[src/rtl/core/rtp_header_keyframe_parser_defines.svh]
// Assertion macros used by the top-level parser
`ifndef RTP_HEADER_KEYFRAME_PARSER_DEFINES_SVH
`define RTP_HEADER_KEYFRAME_PARSER_DEFINES_SVH

// Same-cycle implication
`define RHKP_ASSERT_NOW(label, clk, rst_n, ante, cons, msg) \
    label: assert property (@(posedge clk) disable iff (!rst_n) (ante) |-> (cons)) \
        else $error(msg);

// Next-cycle implication
`define RHKP_ASSERT_NEXT(label, clk, rst_n, ante, cons, msg) \
    label: assert property (@(posedge clk) disable iff (!rst_n) (ante) |=> (cons)) \
        else $error(msg);

`endif

[src/rtl/core/rhkp_pkg.sv]
package rhkp_pkg;

    localparam int unsigned MAX_PACKET_BYTES = 65535;
    localparam int unsigned WALK_W = 18;

    localparam logic [WALK_W-1:0] KEY_NONE = '1;

    // codec register codes
    localparam logic [1:0] CODEC_H264 = 2'd1;
    localparam logic [1:0] CODEC_H265 = 2'd2;

    // NAL unit type codes
    localparam logic [4:0] H264_IDR    = 5'd5;
    localparam logic [4:0] H264_STAP_A = 5'd24;
    localparam logic [4:0] H264_FU_A   = 5'd28;
    localparam logic [5:0] H265_AP     = 6'd48;
    localparam logic [5:0] H265_FU     = 6'd49;
    localparam logic [5:0] H265_IRAP_LO = 6'd16;
    localparam logic [5:0] H265_IRAP_HI = 6'd23;

    localparam int unsigned QDEPTH = 4;
    localparam int unsigned QPTR_W = 2;
    localparam int unsigned QCNT_W = 3;

    typedef struct packed {
        logic        parsed_ok;
        logic [6:0]  rtp_pt;
        logic        marker_bit;
        logic [15:0] sequence_number;
        logic [31:0] rtp_timestamp;
        logic [31:0] source_id;
        logic [15:0] header_length;
        logic [15:0] payload_length;
        logic        is_keyframe;
    } t_result;

    function automatic logic is_irap(input logic [5:0] t);
        return (t >= H265_IRAP_LO) && (t <= H265_IRAP_HI);
    endfunction

endpackage

[src/rtl/core/rhkp_front.sv]
module rhkp_front (
    input  logic             i_clk,
    input  logic             i_rst_n,
    input  logic             i_accept,
    input  logic [7:0]       i_data_byte,
    input  logic             i_last,
    input  logic [1:0]       i_codec,
    output logic             o_res_valid,
    output rhkp_pkg::t_result o_res
);

    logic [16:0] r_pos,  n_pos;
    logic [3:0]  r_cc,   n_cc;
    logic        r_ext,  n_ext;
    logic        r_vg,   n_vg;
    logic [7:0]  r_ptm,  n_ptm;
    logic [15:0] r_seq,  n_seq;
    logic [31:0] r_ts,   n_ts;
    logic [31:0] r_ssrc, n_ssrc;
    logic [18:0] r_hl,   n_hl;
    logic [7:0]  r_exth, n_exth;
    logic [7:0]  r_head0, n_head0;
    logic [17:0] r_nsp,  n_nsp;
    logic [7:0]  r_ush,  n_ush;
    logic [17:0] r_uhp,  n_uhp;
    logic [17:0] r_fke,  n_fke;
    logic        r_kd,   n_kd;

    logic        active;
    logic [7:0]  b;
    logic [16:0] ext_at;
    logic [18:0] pos19;
    logic [17:0] pos18;
    logic        pay;
    logic        nsp_set;
    logic [17:0] nsp_cur;
    logic        qual;
    logic [16:0] total;
    logic        ok;

    assign b     = i_data_byte;
    assign pos19 = {2'b00, r_pos};
    assign pos18 = {1'b0, r_pos};
    assign active = i_accept && (r_pos < 17'(rhkp_pkg::MAX_PACKET_BYTES));
    assign ext_at = 17'd12 + {11'd0, r_cc, 2'b00};

    // Parse one byte
    always_comb begin
        n_pos = r_pos; n_cc = r_cc; n_ext = r_ext; n_vg = r_vg; n_ptm = r_ptm;
        n_seq = r_seq; n_ts = r_ts; n_ssrc = r_ssrc; n_hl = r_hl; n_exth = r_exth;
        n_head0 = r_head0; n_nsp = r_nsp; n_ush = r_ush; n_uhp = r_uhp;
        n_fke = r_fke; n_kd = r_kd;
        pay = 1'b0; nsp_set = 1'b0; qual = 1'b0; nsp_cur = r_nsp;
        if (active) begin
            n_pos = r_pos + 17'd1;
            if (r_pos == 17'd0) begin
                n_vg  = (b[7:6] == 2'd2);
                n_cc  = b[3:0];
                n_ext = b[4];
                n_hl  = 19'd12 + {13'd0, b[3:0], 2'b00} + (b[4] ? 19'd4 : 19'd0);
            end else if (r_pos == 17'd1) begin
                n_ptm = b;
            end else if (r_pos < 17'd4) begin
                n_seq = {r_seq[7:0], b};
            end else if (r_pos < 17'd8) begin
                n_ts = {r_ts[23:0], b};
            end else if (r_pos < 17'd12) begin
                n_ssrc = {r_ssrc[23:0], b};
            end else begin
                // header extension length
                if (r_ext && r_pos == ext_at + 17'd2) n_exth = b;
                if (r_ext && r_pos == ext_at + 17'd3)
                    n_hl = r_hl + {1'b0, r_exth, b, 2'b00};
                pay = (pos19 >= n_hl);
            end

            // classify the payload head
            if (pay) begin
                if (pos19 == n_hl) n_head0 = b;
                if (i_codec == rhkp_pkg::CODEC_H264) begin
                    if (pos19 == n_hl) begin
                        if (b[4:0] == rhkp_pkg::H264_IDR) n_kd = 1'b1;
                        if (b[4:0] == rhkp_pkg::H264_STAP_A) nsp_set = 1'b1;
                    end else if (pos19 == n_hl + 19'd1) begin
                        if (r_head0[4:0] == rhkp_pkg::H264_FU_A && b[7]
                            && b[4:0] == rhkp_pkg::H264_IDR) n_kd = 1'b1;
                    end
                end else if (i_codec == rhkp_pkg::CODEC_H265) begin
                    if (pos19 == n_hl + 19'd1) begin
                        if (rhkp_pkg::is_irap(r_head0[6:1])) n_kd = 1'b1;
                        if (r_head0[6:1] == rhkp_pkg::H265_AP) nsp_set = 1'b1;
                    end else if (pos19 == n_hl + 19'd2) begin
                        if (r_head0[6:1] == rhkp_pkg::H265_FU && b[7]
                            && rhkp_pkg::is_irap(b[5:0])) n_kd = 1'b1;
                    end
                end
                nsp_cur = nsp_set ? (pos18 + 18'd1) : r_nsp;
                n_nsp = nsp_cur;

                // walk aggregation units
                if (nsp_cur != 18'd0) begin
                    if (r_uhp != 18'd0 && pos18 == r_uhp && r_fke == rhkp_pkg::KEY_NONE) begin
                        if (i_codec == rhkp_pkg::CODEC_H264)
                            qual = (nsp_cur > r_uhp) && (b[4:0] == rhkp_pkg::H264_IDR);
                        else if (i_codec == rhkp_pkg::CODEC_H265)
                            qual = ({1'b0, nsp_cur} >= {1'b0, r_uhp} + 19'd2)
                                && rhkp_pkg::is_irap(b[6:1]);
                        if (qual) n_fke = nsp_cur;
                    end
                    if (pos18 == nsp_cur) begin
                        n_ush = b;
                    end else if (pos18 == nsp_cur + 18'd1) begin
                        n_uhp = pos18 + 18'd1;
                        n_nsp = pos18 + 18'd1 + {2'b00, r_ush, b};
                    end
                end
            end
        end
    end

    // Build the result beat
    assign total = r_pos + 17'd1;
    assign ok = (r_pos < 17'(rhkp_pkg::MAX_PACKET_BYTES)) && n_vg && (total >= 17'd12)
             && ({2'b00, total} >= n_hl);
    assign o_res_valid = i_accept && i_last;

    always_comb begin
        o_res = '0;
        if (ok) begin
            o_res.parsed_ok       = 1'b1;
            o_res.rtp_pt          = n_ptm[6:0];
            o_res.marker_bit      = n_ptm[7];
            o_res.sequence_number = n_seq;
            o_res.rtp_timestamp   = n_ts;
            o_res.source_id       = n_ssrc;
            o_res.header_length   = n_hl[15:0];
            o_res.payload_length  = 16'(({2'b00, total} - n_hl));
            o_res.is_keyframe     = n_kd || (n_fke <= {1'b0, total});
        end
    end

    // Advance, or clear on reset or at the end of a packet
    always_ff @(posedge i_clk) begin
        if (!i_rst_n || (i_accept && i_last)) begin
            r_pos <= '0; r_cc <= '0; r_ext <= 1'b0; r_vg <= 1'b0; r_ptm <= '0;
            r_seq <= '0; r_ts <= '0; r_ssrc <= '0; r_hl <= 19'd12; r_exth <= '0;
            r_head0 <= '0; r_nsp <= '0; r_ush <= '0; r_uhp <= '0;
            r_fke <= rhkp_pkg::KEY_NONE; r_kd <= 1'b0;
        end else begin
            r_pos <= n_pos; r_cc <= n_cc; r_ext <= n_ext; r_vg <= n_vg; r_ptm <= n_ptm;
            r_seq <= n_seq; r_ts <= n_ts; r_ssrc <= n_ssrc; r_hl <= n_hl; r_exth <= n_exth;
            r_head0 <= n_head0; r_nsp <= n_nsp; r_ush <= n_ush; r_uhp <= n_uhp;
            r_fke <= n_fke; r_kd <= n_kd;
        end
    end

endmodule

[src/rtl/core/rhkp_queue.sv]
module rhkp_queue (
    input  logic              i_clk,
    input  logic              i_rst_n,
    input  logic              i_wr,
    input  rhkp_pkg::t_result i_data,
    input  logic              i_rd,
    output logic              o_full,
    output logic              o_empty,
    output rhkp_pkg::t_result o_data
);

    rhkp_pkg::t_result r_mem [rhkp_pkg::QDEPTH];
    logic [rhkp_pkg::QPTR_W-1:0] r_wp, r_rp;
    logic [rhkp_pkg::QCNT_W-1:0] r_cnt;
    logic do_rd;

    function automatic logic [rhkp_pkg::QCNT_W-1:0] QCNT_ONE(input logic v);
        return {{(rhkp_pkg::QCNT_W-1){1'b0}}, v};
    endfunction

    assign o_full  = (r_cnt == rhkp_pkg::QCNT_W'(rhkp_pkg::QDEPTH));
    assign o_empty = (r_cnt == '0);
    assign do_rd   = i_rd && !o_empty;
    assign o_data  = r_mem[r_rp];

    // Store the beat
    always_ff @(posedge i_clk) begin
        if (i_wr) r_mem[r_wp] <= i_data;
    end

    // Move pointers and count
    always_ff @(posedge i_clk) begin
        if (!i_rst_n) begin
            r_wp <= '0; r_rp <= '0; r_cnt <= '0;
        end else begin
            if (i_wr)  r_wp <= r_wp + 1'b1;
            if (do_rd) r_rp <= r_rp + 1'b1;
            r_cnt <= r_cnt + QCNT_ONE(i_wr) - QCNT_ONE(do_rd);
        end
    end

endmodule

[src/rtl/core/rtp_header_keyframe_parser.sv]
// RTP header parser with H.264/H.265 keyframe detection. Feed a packet one
// byte per beat on i_data_byte, with i_last on its final byte; every packet
// yields exactly one result beat. A byte is taken every cycle unless full is
// high, which only happens once the four-entry result queue holds four unread
// results; the parser handles each byte with combinational compares and counters.
// A result is readable the cycle after its last byte. Write the codec register
// (0 none, 1 H.264, 2 H.265) only between packets.
`include "rtp_header_keyframe_parser_defines.svh"

module rtp_header_keyframe_parser (
    input  logic        i_clk,
    input  logic        i_rst_n,
    input  logic        push,
    output logic        full,
    input  logic [7:0]  i_data_byte,
    input  logic        i_last,
    output logic        empty,
    input  logic        pop,
    output logic        o_parsed_ok,
    output logic [6:0]  o_rtp_pt,
    output logic        o_marker_bit,
    output logic [15:0] o_sequence_number,
    output logic [31:0] o_rtp_timestamp,
    output logic [31:0] o_source_id,
    output logic [15:0] o_header_length,
    output logic [15:0] o_payload_length,
    output logic        o_is_keyframe,
    input  logic        i_cfg_we,
    input  logic [1:0]  i_cfg_codec
);

    logic [1:0] r_codec;
    logic       accept;
    logic       res_valid;
    rhkp_pkg::t_result res, q_out;

    // Hold the codec
    always_ff @(posedge i_clk) begin
        if (!i_rst_n) r_codec <= '0;
        else if (i_cfg_we) r_codec <= i_cfg_codec;
    end

    assign accept = push && !full;

    rhkp_front u_front (
        .i_clk       (i_clk),
        .i_rst_n     (i_rst_n),
        .i_accept    (accept),
        .i_data_byte (i_data_byte),
        .i_last      (i_last),
        .i_codec     (r_codec),
        .o_res_valid (res_valid),
        .o_res       (res)
    );

    rhkp_queue u_queue (
        .i_clk   (i_clk),
        .i_rst_n (i_rst_n),
        .i_wr    (res_valid),
        .i_data  (res),
        .i_rd    (pop),
        .o_full  (full),
        .o_empty (empty),
        .o_data  (q_out)
    );

    assign o_parsed_ok       = q_out.parsed_ok;
    assign o_rtp_pt          = q_out.rtp_pt;
    assign o_marker_bit      = q_out.marker_bit;
    assign o_sequence_number = q_out.sequence_number;
    assign o_rtp_timestamp   = q_out.rtp_timestamp;
    assign o_source_id       = q_out.source_id;
    assign o_header_length   = q_out.header_length;
    assign o_payload_length  = q_out.payload_length;
    assign o_is_keyframe     = q_out.is_keyframe;

    `RHKP_ASSERT_NOW(a_not_full_and_empty, i_clk, i_rst_n,
        1'b1, !(full && empty), "queue both full and empty")
    `RHKP_ASSERT_NEXT(a_last_gives_result, i_clk, i_rst_n,
        accept && i_last, !empty, "no result after last beat")
    `RHKP_ASSERT_NEXT(a_mid_byte_no_result, i_clk, i_rst_n,
        accept && !i_last && !pop && !empty, !empty, "result lost on mid-packet beat")
    `RHKP_ASSERT_NOW(a_invalid_zeroed, i_clk, i_rst_n,
        !empty && !o_parsed_ok, !o_is_keyframe && o_header_length == 16'd0,
        "invalid result not cleared")

endmodule
[config.mk]
export PLATFORM = sky130hd
export DESIGN_NAME = rtp_header_keyframe_parser
export DESIGN_NICKNAME = d
export VERILOG_FILES = /design/src/rtl/core/rhkp_pkg.sv /design/src/rtl/core/rhkp_front.sv /design/src/rtl/core/rhkp_queue.sv /design/src/rtl/core/rtp_header_keyframe_parser.sv
export VERILOG_INCLUDE_DIRS = /design/src /design/src/rtl/core
export SDC_FILE = /design/constraint.sdc
export NUM_CORES = 1
export LEC_CHECK = 0
export BUFFER_PORTS_ARGS = -buffer_cell sky130_fd_sc_hd__buf_2
export CORE_AREA = 2 2 281 283
export DETAILED_ROUTE_END_ITERATION = 16
export DIE_AREA = 0 0 283 285
export HOLD_SLACK_MARGIN = 0.12
export SKIP_CTS_REPAIR_TIMING = 1
export SLEW_MARGIN = 5
export SYNTH_ARGS = -nofsm -noshare
export SYNTH_HDL_FRONTEND = slang
export SYNTH_SLANG_ARGS = --single-unit
[constraint.sdc]
create_clock -name i_clk -period 18.5 [get_ports i_clk]
set_input_delay 2.775 -clock i_clk [delete_from_list [all_inputs] [get_ports i_clk]]
set_output_delay 2.775 -clock i_clk [all_outputs]
set_load 0.005 [all_outputs]
==> out/metrics.cfg <==
[die]
die_area_um2=80700
die_y_um=285
rows=103
core_area_um2=78000
ioPinCount=140
start_util_pct=44.5
die_w_um=283

[pwr]
internal-power_w=0.00292
pwr-share-seq_pct=44.1
finalPower_w=0.00404
ir_drop_mv=0.0954
sw_frac_of_total_pct=27.7
clkPwrFrac_pct=36.8
power_density_nw_per_um2=103
pwr-share-comb_pct=19.1
switching_power_w=0.00112
leakage_nw=14.2

[synth]
synth.cell_area_um2=34700
ys_ff_latch=707
syn_area_per_cell_um2=12.3
synth.distinct_cells=96
syn_inst=2825
synthArstFlopShare_pct=0
yosys-top-cells-area=edfxtp_1 (42%), dfxtp_1 (13%), mux4_2 (7.9%)
yosysTopAreaCell=edfxtp_1
synth_top_cell_area_share_pct=42.2
synth_nets=2981
ys.flop_type=edfxtp_1
synth-edff-count=488
yosysWarnings=0
ys_seq_area_share_pct=54.8

[global_route]
grt_pass1_wl_mm=152
grt_pass1_vias=23600
grt.total_usage_pct=24.9
antenna_found_initial=0
grt_max_degree=93
gr-total-overflow=0

[sta]
fin_setup_tns_ns=0
fin_skew_ns=0.0262
period_share_pct=68.7
setup_ws_ns=5.79
fmax_mhz=78.7
finalCriticalPeriod_ns=12.71
rsz0062_at_grt=no
finalSetupViolCount=0
maxSlewViolCount=0
max_slew_margin_pct=29.1
hold_violations=0
tightest_slew_ns=1.06

[worst_setup_path]
start_kind=input port
crit_required_ns=18.91
arrival_ns=13.12
cpMostUsedCell=a21oi_1
cpPeakStageDelay_ns=0.67
cp-end-kind=register
crit_type=in -> reg
crit_slowest_cell=a221oi_1
critPathMaxFanout=34

[placement]
port_buffers=139
post-place-ws_ns=5.41
dp_hpwl_mm=69.9
dpl.cell_count=3918
place_area_um2=36600
routabilityCongestion=0.939

[layout]
area_growth_syn_to_layout_pct=12.6
mostFrequentLayoutCells=edfxtp_1 (488), nor2_1 (390), dfxtp_1 (217)
layout_commonest_cell=edfxtp_1
stdcell_count=4060
drive_gt1_share_pct=16.9
design_area_um2=39100
nets=3103
n_antenna_cell=0

[drt]
dr.pass1.iters=5
ant_nets=0
wl_per_cell_um=25.0
post-route-drc-count=0
via_count=23800
wl_mm=101
dr.first_iter.drc_count=2224
viasPerCell=5.87

[clocking]
clkLatencyLatePin_ns=0.63
clk_pin_slew_ns=0.05
cts_tree=yes
htreeDepth=3
numCtsBuffers=77
root_buffer=clkbuf_16
cts.path.max_buffers=3
cts.sinks=707

[outcome]
status=completed

[hold_path]
hold_class=reg -> reg

[job]
drv_cap=0

flip-flops by register name (all words and copies together), names as in the netlist, 2 cells and up, named ones only:
signal	cells
u_queue.r_mem	488
u_front.r_ssrc	32
u_front.r_ts	32
u_front.r_hl	19
u_front.r_fke	18
u_front.r_nsp	18
u_front.r_uhp	18
u_front.r_pos	17
u_front.r_seq	16
u_front.r_exth	8
u_front.r_ptm	8
u_front.r_ush	8
u_front.r_head0	7
u_front.r_cc	4
u_queue.r_cnt	3
r_codec	2
u_queue.r_rp	2
u_queue.r_wp	2
area by class of cell:
class | count | area (µm²)
clock buffers | 99 | 2100
fillers | 6808 | 38900
inverters | 91 | 342
flip-flops and latches | 707 | 19000
multi-input cells | 1874 | 14800
clock inverters | 43 | 378
repair buffers | 196 | 1140
well taps | 1050 | 1310
power by group through the flow:
stage	logic, W	registers [W]	clock network [W]
2_1_floorplan	0.000499	0.00179	0
3_3_place_gp	0.000779	0.00181	0
3_5_place_dp	0.000779	0.00182	0
4_1_cts	0.000781	0.00178	0.00152
5_1_grt	0.000827	0.00179	0.00158
6_report	0.000771	0.00178	0.00149
synth_stat cells, drive strengths merged (6+ instances only):
cell type,n
o21ai,66
a22oi,10
a21o,25
o31ai,8
nand2b,38
xor2,68
a21oi,120
nor3,50
and4,8
or3,19
nor4,33
nand3,65
dfxtp,219
xnor2,90
nor2,390
nand2,105
mux2i,143
a31oi,14
ha,136
o21bai,12
and3,27
nor2b,27
or4,11
nand4b,7
mux4,122
o22ai,6
mux2,23
buf,37
inv,90
a211oi,56
edfxtp,488
o21a,17
clkbuf,116
o211ai,14
nand4,41
and2,39
worst max-delay path, delay by kind of cell:
family | cells | cell delay, ns
compound gates | 23 | 4.06
mux | 3 | 1.08
fa+ha+maj | 4 | 1.35
xor+xnor | 1 | 0.21
simple gates | 12 | 2.75
buf+inv | 3 | 0.85
worst paths after layout:
check	startpoint	cells after the start	to	slack, ns
setup / recovery	i_data_byte[0]	46	u_queue.r_mem[3][0]	5.79
hold / removal	u_front.r_ext	2	u_front.r_ext	0.48
setup reg to reg	u_front.r_pos[7]	43	u_queue.r_mem[3][0]	7.10
hold reg to reg	u_front.r_ext	2	u_front.r_ext	0.48
metal layers:
| metal | vias to the layer above | track usage (%) | wire length (µm) |
|---|---|---|---|
| met5 | - | 0 | 0 |
| met4 | 0 | 6.18 | 2160 |
| met3 | 146 | 3.34 | 5930 |
| met2 | 817 | 41.1 | 48600 |
| met1 | 12100 | 34.9 | 44800 |
| li1 | 10800 | - | - |
per-stage QoR:
step / hold WS (ns) / util (%)
floorplan: 0.427 / -
global placement: 0.442 / 47.0
detailed placement: 0.476 / 47.0
CTS: 0.485 / 50.1
global route: 0.509 / 50.1
finish: 0.478 / 50.1
cell families (layout without fill, tap and decap cells):
group / after synthesis / after routing / synth area share [%]
AND/OR/NAND/NOR: 885 / 885 / 12.6
adder cells (fa/ha/maj): 141 / 141 / 5.16
flip-flops: 707 / 707 / 54.8
buffers and inverters: 244 / 429 / 2.76
XOR/XNOR: 158 / 158 / 3.99
multiplexers: 288 / 288 / 12.8
AO/OA/AOI/OAI: 402 / 402 / 7.89
No activity file was read; power rests on OpenSTA's default activity.
